--- src/rtl/format_spec_parser_unit_macros.svh ---
// ---------------------------------------------------------------------------
// Format spec parser assertion macros
// Implication checks on the clock, with an empty body for synthesis.
// ---------------------------------------------------------------------------
`ifndef FORMAT_SPEC_PARSER_UNIT_MACROS_SVH
`define FORMAT_SPEC_PARSER_UNIT_MACROS_SVH

`ifndef SYNTHESIS

`define FSP_ASSERT_IMP(label, clk, rst, ante, cons) \
   label: assert property (@(posedge clk) disable iff (rst) (ante) |-> (cons)) \
      else $error("format spec parser: same-cycle check failed");

`define FSP_ASSERT_NXT(label, clk, rst, ante, cons) \
   label: assert property (@(posedge clk) disable iff (rst) (ante) |=> (cons)) \
      else $error("format spec parser: next-cycle check failed");

`else

`define FSP_ASSERT_IMP(label, clk, rst, ante, cons)

`define FSP_ASSERT_NXT(label, clk, rst, ante, cons)

`endif

`endif

--- src/rtl/fsp_pkg.sv ---
// ---------------------------------------------------------------------------
// Format spec parser package
// Character codes, parse state, and the per-byte update functions.
// ---------------------------------------------------------------------------
package fsp_pkg;

   localparam logic [7:0] CH_LT    = 8'h3C;
   localparam logic [7:0] CH_GT    = 8'h3E;
   localparam logic [7:0] CH_EQ    = 8'h3D;
   localparam logic [7:0] CH_CARET = 8'h5E;
   localparam logic [7:0] CH_PLUS  = 8'h2B;
   localparam logic [7:0] CH_MINUS = 8'h2D;
   localparam logic [7:0] CH_SPACE = 8'h20;
   localparam logic [7:0] CH_HASH  = 8'h23;
   localparam logic [7:0] CH_ZERO  = 8'h30;
   localparam logic [7:0] CH_NINE  = 8'h39;
   localparam logic [7:0] CH_DOT   = 8'h2E;
   localparam logic [7:0] CH_COLON = 8'h3A;
   localparam logic [7:0] SAT_MAX  = 8'd255;

   typedef enum logic [10:0] {
      PH_START = 11'b000_0000_0001,
      PH_COLON = 11'b000_0000_0010,
      PH_HELD  = 11'b000_0000_0100,
      PH_SIGN  = 11'b000_0000_1000,
      PH_HASH  = 11'b000_0001_0000,
      PH_ZERO  = 11'b000_0010_0000,
      PH_WIDTH = 11'b000_0100_0000,
      PH_POINT = 11'b000_1000_0000,
      PH_PREC  = 11'b001_0000_0000,
      PH_TYPE  = 11'b010_0000_0000,
      PH_DONE  = 11'b100_0000_0000
   } phase_type;

   typedef struct packed {
      phase_type  phase;
      logic [7:0] held_first;
      logic [7:0] fill;
      logic [7:0] align;
      logic [7:0] sign;
      logic       prefix;
      logic [7:0] width;
      logic       point;
      logic [7:0] precision;
      logic [7:0] type_char;
   } state_type;

   localparam state_type ST_RESET = '{
      phase:      PH_START,
      held_first: 8'd0,
      fill:       8'd0,
      align:      8'd0,
      sign:       8'd0,
      prefix:     1'b0,
      width:      8'd0,
      point:      1'b0,
      precision:  8'd0,
      type_char:  8'd0
   };

   function automatic logic is_align(logic [7:0] b);
      return (b == CH_LT) || (b == CH_GT) || (b == CH_EQ) || (b == CH_CARET);
   endfunction

   function automatic logic is_digit(logic [7:0] b);
      return (b >= CH_ZERO) && (b <= CH_NINE);
   endfunction

   // acc * 10 + digit, clamped
   function automatic logic [7:0] sat_acc(logic [7:0] acc, logic [7:0] b);
      logic [11:0] n;
      logic [7:0]  d;
      d = b - CH_ZERO;
      n = ({4'd0, acc} << 3) + ({4'd0, acc} << 1) + {8'd0, d[3:0]};
      return (n < {4'd0, SAT_MAX}) ? n[7:0] : SAT_MAX;
   endfunction

   // one byte once fill and align are settled; phases fall through
   function automatic state_type take(state_type s, logic [7:0] b);
      state_type r;
      logic      done;
      r    = s;
      done = 1'b0;
      if (r.phase == PH_SIGN) begin
         r.phase = PH_HASH;
         if ((b == CH_PLUS) || (b == CH_MINUS) || (b == CH_SPACE)) begin
            r.sign = b;
            done   = 1'b1;
         end
      end
      if (!done && (r.phase == PH_HASH)) begin
         r.phase = PH_ZERO;
         if (b == CH_HASH) begin
            r.prefix = 1'b1;
            done     = 1'b1;
         end
      end
      if (!done && (r.phase == PH_ZERO)) begin
         r.phase = PH_WIDTH;
         if ((r.fill == 8'd0) && (b == CH_ZERO)) begin
            r.fill = b;
            done   = 1'b1;
         end
      end
      if (!done && (r.phase == PH_WIDTH)) begin
         if (is_digit(b)) begin
            r.width = sat_acc(r.width, b);
            done    = 1'b1;
         end else begin
            r.phase = PH_POINT;
         end
      end
      if (!done && (r.phase == PH_POINT)) begin
         if (b == CH_DOT) begin
            r.point = 1'b1;
            r.phase = PH_PREC;
            done    = 1'b1;
         end else begin
            r.phase = PH_TYPE;
         end
      end
      if (!done && (r.phase == PH_PREC)) begin
         if (is_digit(b)) begin
            r.precision = sat_acc(r.precision, b);
            done        = 1'b1;
         end else begin
            r.phase = PH_TYPE;
         end
      end
      if (!done && (r.phase == PH_TYPE)) begin
         r.type_char = b;
         r.phase     = PH_DONE;
      end
      return r;
   endfunction

   function automatic state_type accept_byte(state_type s, logic [7:0] b);
      state_type r;
      r = s;
      unique case (s.phase) inside
         PH_START: begin
            if (b == CH_COLON) begin
               r.phase = PH_COLON;
            end else begin
               r.held_first = b;
               r.phase      = PH_HELD;
            end
         end
         PH_COLON: begin
            r.held_first = b;
            r.phase      = PH_HELD;
         end
         PH_HELD: begin
            r.phase = PH_SIGN;
            if (is_align(b)) begin
               r.fill  = s.held_first;
               r.align = b;
            end else if (is_align(s.held_first)) begin
               r.align = s.held_first;
               r       = take(r, b);
            end else begin
               r = take(r, s.held_first);
               r = take(r, b);
            end
         end
         PH_SIGN, PH_HASH, PH_ZERO, PH_WIDTH, PH_POINT, PH_PREC, PH_TYPE: begin
            r = take(s, b);
         end
         default: begin
            r = s;
         end
      endcase
      return r;
   endfunction

endpackage

--- src/rtl/format_spec_parser_unit.sv ---
// ---------------------------------------------------------------------------
// Format spec parser unit
// Parses a [[fill]align][sign][#][0][width][.precision][type] string, one
// byte per word, and gives one result word on the word marked last.
// ---------------------------------------------------------------------------
//   channel   direction   handshake              payload
//   req_      in          req_valid / req_stall  ch, has_char, last
//   rsp_      out         rsp_valid / rsp_stall  valid_res .. type_char
//
// One word per cycle while req_stall is low. A word goes through the input
// register, then the parse logic, and a last word's result is captured in
// the result register. Synchronous reset returns the parse state to start of string.
// A stalled result only holds back a following last word; other words keep
// flowing into the parse state.
// ---------------------------------------------------------------------------
`include "format_spec_parser_unit_macros.svh"

module format_spec_parser_unit (
   input  logic       clock,
   input  logic       reset,
   input  logic       req_valid,
   output logic       req_stall,
   input  logic [7:0] req_ch,
   input  logic       req_has_char,
   input  logic       req_last,
   output logic       rsp_valid,
   input  logic       rsp_stall,
   output logic       rsp_valid_res,
   output logic [7:0] rsp_fill,
   output logic [7:0] rsp_align,
   output logic [7:0] rsp_sign,
   output logic [7:0] rsp_prefix,
   output logic [7:0] rsp_width,
   output logic [7:0] rsp_point,
   output logic [7:0] rsp_precision,
   output logic [7:0] rsp_type_char
);

   logic               in_valid_ff, in_valid_in;
   logic [7:0]         in_ch_ff;
   logic               in_has_char_ff;
   logic               in_last_ff;
   logic               req_accept;
   logic               advance;
   logic               emit;

   fsp_pkg::state_type st_ff, st_in;
   fsp_pkg::state_type st_byte;
   fsp_pkg::state_type st_fin;
   logic               fin_valid;

   logic               rsp_valid_ff, rsp_valid_in;
   logic               rsp_valid_res_ff;
   logic [7:0]         rsp_fill_ff;
   logic [7:0]         rsp_align_ff;
   logic [7:0]         rsp_sign_ff;
   logic [7:0]         rsp_prefix_ff;
   logic [7:0]         rsp_width_ff;
   logic [7:0]         rsp_point_ff;
   logic [7:0]         rsp_precision_ff;
   logic [7:0]         rsp_type_char_ff;

   // advance unless a last word would overrun a stalled result
   assign advance    = in_valid_ff && !(in_last_ff && rsp_valid_ff && rsp_stall);
   assign emit       = advance && in_last_ff;
   assign req_stall  = in_valid_ff && !advance;
   assign req_accept = req_valid && !req_stall;
   assign in_valid_in = req_accept || (in_valid_ff && !advance);

   always_ff @(posedge clock) begin
      if (reset) begin
         in_valid_ff <= 1'b0;
      end else begin
         in_valid_ff <= in_valid_in;
      end
      if (req_accept) begin
         in_ch_ff       <= req_ch;
         in_has_char_ff <= req_has_char;
         in_last_ff     <= req_last;
      end
   end

   always_comb begin
      st_byte = in_has_char_ff ? fsp_pkg::accept_byte(st_ff, in_ch_ff) : st_ff;
      fin_valid = (st_byte.phase != fsp_pkg::PH_START) &&
                  (st_byte.phase != fsp_pkg::PH_COLON);
      st_fin = st_byte;
      // a single held byte at the end
      if (st_byte.phase == fsp_pkg::PH_HELD) begin
         st_fin.phase = fsp_pkg::PH_SIGN;
         if (fsp_pkg::is_align(st_byte.held_first)) begin
            st_fin.align = st_byte.held_first;
         end else begin
            st_fin = fsp_pkg::take(st_fin, st_byte.held_first);
         end
      end
      st_in = in_last_ff ? fsp_pkg::ST_RESET : st_byte;
   end

   always_ff @(posedge clock) begin
      if (reset) begin
         st_ff <= fsp_pkg::ST_RESET;
      end else if (advance) begin
         st_ff <= st_in;
      end
   end

   assign rsp_valid_in = emit || (rsp_valid_ff && rsp_stall);

   always_ff @(posedge clock) begin
      if (reset) begin
         rsp_valid_ff <= 1'b0;
      end else begin
         rsp_valid_ff <= rsp_valid_in;
      end
      if (emit) begin
         rsp_valid_res_ff <= fin_valid;
         rsp_fill_ff      <= st_fin.fill;
         rsp_align_ff     <= st_fin.align;
         rsp_sign_ff      <= st_fin.sign;
         rsp_prefix_ff    <= st_fin.prefix ? fsp_pkg::CH_HASH : 8'd0;
         rsp_width_ff     <= st_fin.width;
         rsp_point_ff     <= st_fin.point ? fsp_pkg::CH_DOT : 8'd0;
         rsp_precision_ff <= st_fin.precision;
         rsp_type_char_ff <= st_fin.type_char;
      end
   end

   assign rsp_valid     = rsp_valid_ff;
   assign rsp_valid_res = rsp_valid_res_ff;
   assign rsp_fill      = rsp_fill_ff;
   assign rsp_align     = rsp_align_ff;
   assign rsp_sign      = rsp_sign_ff;
   assign rsp_prefix    = rsp_prefix_ff;
   assign rsp_width     = rsp_width_ff;
   assign rsp_point     = rsp_point_ff;
   assign rsp_precision = rsp_precision_ff;
   assign rsp_type_char = rsp_type_char_ff;

   `FSP_ASSERT_NXT(a_restart_after_result, clock, reset, emit, st_ff.phase == fsp_pkg::PH_START)
   `FSP_ASSERT_IMP(a_empty_is_zero, clock, reset, rsp_valid_ff && !rsp_valid_res_ff, rsp_fill_ff == 8'd0 && rsp_width_ff == 8'd0 && rsp_type_char_ff == 8'd0)
   `FSP_ASSERT_IMP(a_start_is_clean, clock, reset, st_ff.phase == fsp_pkg::PH_START, st_ff.width == 8'd0 && st_ff.fill == 8'd0 && !st_ff.point)
   `FSP_ASSERT_IMP(a_hold_last_word, clock, reset, in_valid_ff && in_last_ff && rsp_valid_ff && rsp_stall, req_stall && !advance)

endmodule
--- config.mk ---
export PLATFORM = sky130hd
export DESIGN_NAME = format_spec_parser_unit
export DESIGN_NICKNAME = d
export VERILOG_FILES = /design/src/rtl/fsp_pkg.sv /design/src/rtl/format_spec_parser_unit.sv
export VERILOG_INCLUDE_DIRS = /design/src /design/src/rtl
export SDC_FILE = /design/constraint.sdc
export NUM_CORES = 1
export LEC_CHECK = 0
export ABC_AREA = 1
export BUFFER_PORTS_ARGS = -buffer_cell sky130_fd_sc_hd__buf_2
export CORE_MARGIN = 2
export CORE_UTILIZATION = 60
export DETAILED_ROUTE_END_ITERATION = 12
export GPL_ROUTABILITY_DRIVEN = 1
export GPL_TIMING_DRIVEN = 0
export PLACE_DENSITY = 0.77
export SETUP_SLACK_MARGIN = 0.02
export SLEW_MARGIN = 20
export SYNTH_ARGS = -nofsm -noshare
export SYNTH_HDL_FRONTEND = slang
export SYNTH_SLANG_ARGS = --single-unit
--- constraint.sdc ---
create_clock -name clock -period 11.1 [get_ports clock]
set_input_delay 0.555 -clock clock [delete_from_list [all_inputs] [get_ports clock]]
set_output_delay 0.555 -clock clock [all_outputs]
set_load 0.02 [all_outputs]
==> impl_metrics.tcl, run 1 <==
set metrics [dict create \
    hold_buffers 0 \
    irDropWorstVdd_mv 0.1134 \
    synth-main-ff-cell "dfxtp_1" \
    status "finished, final reports clean" \
    r2r_cells 50 \
    port_buffers 71 \
    grt_usage_pct 40.00 \
    drv_slew 0 \
    worst_path_most_repeated_cell "nand2_1" \
    synth.most_common_cell "nand2_1" \
    synth-edff-count 61 \
    grt_max_degree 39 \
    powerDensity_nw_per_um2 96.34 \
    synth_top_family_by_area "simple AND/OR/NAND/NOR gates" \
    dieWidth_um 145.1 \
    period_share_pct 89.44 \
    clk_latency_ps 450 \
    synth_area_leaders "edfxtp_1, nand2_1, dfxtp_1, ha_1, inv_1" \
    worst_slack_ps 1172 \
    clock-sinks 132 \
    drtPass1Iterations 7 \
    startpoint_type "flip-flop" \
    reg2reg_to "rsp_width[7]" \
    placementRows 51 \
    avgViaCountPerCell 6.129 \
    routedWlPerCell_um 19.59 \
    cts_root_buf "clkbuf_16" \
    grt_overflow 0 \
    clk_pin_slew_ps 70 \
    multi_input_area_um2 7500 \
    fin_skew_ps 12.62 \
    dp_worst_setup_slack_ps 1167 \
    slowest_stage "dfxtp_1" \
    synth_common_cells "nand2_1, inv_1, nor2_1, a21oi_1, nand3_1" \
    worstSetupPathType "flip-flop to flip-flop" \
    final_layout_size_suffix_gt1_share_pct 10.99 \
    p_leak_nw 6.230 \
    ant_nets 0 \
    ctsLongestPathBuffers 2 \
    netlist_instances 1798 \
    slowest_delay_ps 670 \
    crit_path_end_kind "flip-flop" \
    timing.slew.headroom_pct 29.55 \
    worstPathArrival_ps 10130 \
    htreeDepth 4 \
    min-delay-start "req_ch[3]" \
    rsz0062_at_grt "no" \
    ys_ff_latch 132 \
    synth-async-reset-ratio_pct 0 \
    avgSynthCellArea_um2 6.645 \
    hold-path-cell-count 1 \
    reg2reg_slack_ps 1170 \
    synthToLayoutAreaGrowth_pct 11.12 \
    tritoncts "built" \
    drt-initial-drc-count 1720 \
    synth_top_area_share_pct 15.33 \
    synthXorXnorAreaFrac_pct 2.492 \
    first_global_vias 12238 \
    antenna_found_initial 0 \
    fin_tns_setup_ps 0 \
    grt_pass1_wl_mm 66.03 \
    io_pins 81 \
    drc_errors 0 \
    cts_buffers 17 \
    synthMuxAreaShare_pct 0 \
    critPathRequiredTime_ps 11300 \
    synth_area_um2 11950 \
    post-synth-top-area-cell "edfxtp_1" \
    max-cap-violations 0 \
    synth_warnings 0 \
    synth_fa_ha_area_share_pct 8.755 \
    antenna_cells 0 \
    fin_nets 1988 \
    path_max_fanout 8 \
    instances_no_fill 2175 \
    hold_viol 0 \
    clock.fmax_ghz 0.1007 \
    dieArea_um2 21060 \
    via_count 13330 \
    hold_path_class "input port to flip-flop" \
    start_util_pct 61.19 \
    fillers 1813 \
    regArea_um2 3253 \
    synth_compound_area_share_pct 18.28 \
    r2r-start "st_ff[52]" \
    finalSetupViolCount 0 \
    ys_seq_area_share_pct 27.23 \
    place.gp.congestion 1.068 \
    worst_pin_slew_ps 1050 \
    die_h_um 145.1 \
    ys_types 68 \
    synthSimpleGateAreaFrac_pct 32.90 \
    dp.cells 2143 \
    hpwl_mm 32.48 \
    holdPathEnd "in_ch_ff[3]" \
    routed_wl_mm 42.61 \
    finalPower_w 0.001279 \
    coreArea_um2 19530 \
    finalCriticalPeriod_ps 9928 \
]
## flip-flops by register name (all words and copies together), names as in the netlist, 8 cells and up
signal	cells
in_ch_ff	8
rsp_align	8
rsp_fill	8
rsp_precision	8
rsp_sign	8
rsp_type_char	8
rsp_width	8
st_ff	69
## critical path, delay by kind of cell, from the launching register on
family	cells	cell delay [ps]
AO/OA/AOI/OAI	14	2750
XOR/XNOR	1	150
adder cells (fa/ha/maj)	5	2360
buffers and inverters	6	1070
flip-flops	1	670
AND/OR/NAND/NOR	24	2670
## power by group
| group | internal, W | switching [W] |
|---|---|---|
| Clock | 0.000301 | 0.000275 |
| Combinational | 0.0000461 | 0.000132 |
| Sequential | 0.000515 | 0.0000100 |
## cells by family after synthesis
group	Yosys count
other cells	1
compound gates	367
fa+ha+maj	77
simple gates	884
xor+xnor	34
buf+inv	303
flops	132
## cell usage in the layout (no fill, tap or decap), types with 27 or more instances in the layout
cell type  netlist  layout
a21oi_1        145     145
o211ai_1        27      27
nand4_1         45      45
clkbuf_1        47      47
nand2_1        468     468
nand3_1        110     110
nor3_1          35      35
dfxtp_1         71      71
o21ai_0         98      98
edfxtp_1        61      61
inv_1          206     205
nor2_1         157     157
buf_2            7      78
ha_1            66      66
## through the flow
stage	hold WS (ps)	cell area, um^2	util, %
6_report	276.1	13280	67.99
2_1_floorplan	432.8	11980	-
5_1_grt	270.0	13280	67.99
3_5_place_dp	457.5	12680	64.96
3_3_place_gp	449.0	12660	64.86
4_1_cts	284.4	13270	67.96
## how the worst max path moves through the flow
stage	from	endpoint	slack (ps)	depth (start not counted)
2_1_floorplan	st_ff[18]	rsp_width[3]	2810	50
3_3_place_gp	st_ff[52]	rsp_width[7]	1380	50
3_5_place_dp	st_ff[52]	rsp_width[7]	1170	50
4_1_cts	st_ff[52]	rsp_width[7]	1120	50
5_1_grt	st_ff[52]	rsp_width[7]	180	50
6_report	st_ff[52]	rsp_width[7]	1170	50
## per-layer routing
layer / track usage (%) / share of wire (%) / vias up / wire (um)
met2: 64.81 / 45 / 855 / 19210
met4: 20.54 / 5.6 / 0 / 2384
li1: - / - / 6255 / -
met1: 49.54 / 38 / 6043 / 16150
met3: 9.937 / 11 / 177 / 4866
met5: 0 / 0 / - / 0
## layout make-up
cell class              count  share of cell area, %
inverters                 223                  6.305
repair buffers             72                  2.827
clock buffers              17                  3.204
multi-input cells        1371                  56.49
clock inverters            15                  1.206
flip-flops and latches    132                  24.50
plain buffers              80                  2.969
well taps                 265                  2.497
## what timing repair did
item | 4_1_cts | 5_1_grt
resized for setup | 0 | 1
hold endpoints to repair | 0 | 0
setup buffers | 0 | 0
setup endpoints to repair | 0 | 5
Power figures use the tool's default switching activity.
==> inputs of run 2 (changes only) <==
Settings changed: PLACE_DENSITY 0.77 to default, PLACE_DENSITY_LB_ADDON from default to 0.08.
==> run 2 against run 1 <==
Die area did not move. Non-clock buffer count unchanged. Clock skew about the same. Final cell count stayed put. Combinational power barely moved. First-iteration DRC count fell by 12%. Flip-flop and latch count unchanged. Power is 1.1% lower. Global-route usage is 0.56 points lower. Sequential power hardly changed. Largest power group unchanged.
==> impl_metrics.tcl, run 2 (synthesized netlist as in run 1, its figures left out) <==
set metrics [dict create \
    port_buffers 71 \
    worstSetupPathType "flip-flop to flip-flop" \
    period_share_pct 88.42 \
    fin_tns_setup_ps 0 \
    layout_common_cells "nand2_1, inv_1, nor2_1" \
    largest-register "st_ff" \
    finalCriticalPeriod_ps 9814 \
    irDropWorstVdd_mv 0.1394 \
    hold-path-cell-count 1 \
    coreArea_um2 19530 \
    first_global_vias 12321 \
    reg2reg_slack_ps 1290 \
    ctsLongestPathBuffers 2 \
    ant_nets 0 \
    clock.fmax_ghz 0.1019 \
    fin_skew_ps 13.05 \
    slowest_delay_ps 710 \
    htreeDepth 4 \
    status "finished, final reports clean" \
    avgViaCountPerCell 6.089 \
    grt_pass1_wl_mm 65.26 \
    powerDensity_nw_per_um2 95.41 \
    cts_buffers 17 \
    max-cap-violations 0 \
    antenna_found_initial 0 \
    rsz0062_at_grt "no" \
    routed_wl_mm 42.31 \
    tritoncts "built" \
    startpoint_type "flip-flop" \
    routedWlPerCell_um 19.45 \
    utilization_pct 67.87 \
    io_pins 81 \
    grt_overflow 0 \
    worstPathArrival_ps 10010 \
    crit_path_end_kind "flip-flop" \
    place.gp.congestion 1.089 \
    slowest_stage "dfxtp_1" \
    timing.slew.headroom_pct 31.73 \
    drt-initial-drc-count 1522 \
    path_max_fanout 8 \
    critPathRequiredTime_ps 11290 \
    hold_buffers 0 \
    largest_reg_flops 69 \
    reg2reg_to "rsp_width[3]" \
    fin_nets 1988 \
    via_count 13244 \
    finalSetupViolCount 0 \
    clk_latency_ps 440 \
    antenna_cells 0 \
    r2r-start "st_ff[52]" \
    drc_errors 0 \
    grt_usage_pct 39.45 \
    drtPass1Iterations 6 \
    synthToLayoutAreaGrowth_pct 10.92 \
    dieArea_um2 21060 \
    die_h_um 145.1 \
    cts_root_buf "clkbuf_16" \
    fillers 1819 \
    worst_path_most_repeated_cell "nand2_1" \
    hold_path_class "input port to flip-flop" \
    grt_max_degree 40 \
    hold_viol 0 \
    clock-sinks 132 \
    final_layout_size_suffix_gt1_share_pct 10.94 \
    drv_slew 0 \
    r2r_cells 50 \
    finalPower_w 0.001264 \
    worst_pin_slew_ps 1017 \
    p_leak_nw 6.210 \
    hpwl_mm 32.34 \
    holdPathEnd "in_ch_ff[3]" \
    clk_pin_slew_ps 70 \
    hold_ws_ps 286.7 \
    min-delay-start "req_ch[3]" \
    placementRows 51 \
    layout_commonest_cell "nand2_1" \
    start_util_pct 61.19 \
    dieWidth_um 145.1 \
]
run 2: metrics by stage:
stage                     cell area [um^2]  setup slack, ps  cells
after global routing                 13250            243.5   2175
after floorplan                      11980             2808   1806
after CTS                            13250             1238   2175
after global placement               12660             1390   2142
final                                13250             1286   2175
after detailed placement             12680             1292   2143
run 2: worst max path at each step:
stage / start / to / cells past startpoint
after floorplan: st_ff[18] / rsp_width[3] / 50
after global placement: st_ff[52] / rsp_width[4] / 50
after detailed placement: st_ff[52] / rsp_width[3] / 50
after CTS: st_ff[52] / rsp_width[3] / 50
after global routing: st_ff[52] / rsp_width[3] / 50
final: st_ff[52] / rsp_width[3] / 50
run 2: final cells by class:
cell class | instances | area [um^2] | share of cell area, %
clock buffer | 17 | 425.4 | 3.210
timing repair buffer | 72 | 375.4 | 2.832
inverter | 223 | 837.1 | 6.316
sequential | 132 | 3253 | 24.55
multi-input combinational | 1371 | 7500 | 56.59
clock inverter | 15 | 136.4 | 1.029
buffer | 80 | 394.1 | 2.974
tap | 265 | 331.6 | 2.502
run 2: metal layers:
| metal | global-route usage (%) | wire length (um) | vias up | part of all wire [%] |
|---|---|---|---|---|
| met4 | 24.56 | 2666 | 0 | 6.3 |
| met2 | 63.17 | 18960 | 760 | 45 |
| met3 | 8.333 | 4618 | 174 | 11 |
| li1 | - | - | 6246 | - |
| met1 | 48.65 | 16070 | 6064 | 38 |
| met5 | 0 | 0 | - | 0 |
run 2: where the power goes:
part	internal, W	switching (W)	leakage, nW	total [W]
logic	0.0000461	0.000132	4.77	0.000178
clock network	0.000296	0.000265	0.266	0.000562
registers	0.000515	0.00000989	1.18	0.000525
total	0.000857	0.000407	6.21	0.00126
run 2: critical path, delay by kind of cell (launching register included):
family	cells	cell delay, ps
AOI/OAI and AO/OA	14	2720
and+or+nand+nor	24	2570
adders and majority gates	5	2350
buffers and inverters	6	1050
DFF	1	710
xor gates and xnor gates	1	140
run 2: timing repair:
action / CTS / global route
endpoints found under the setup margin: 0 / 5
buffers inserted: 0 / 0
gates resized for setup: 0 / 1
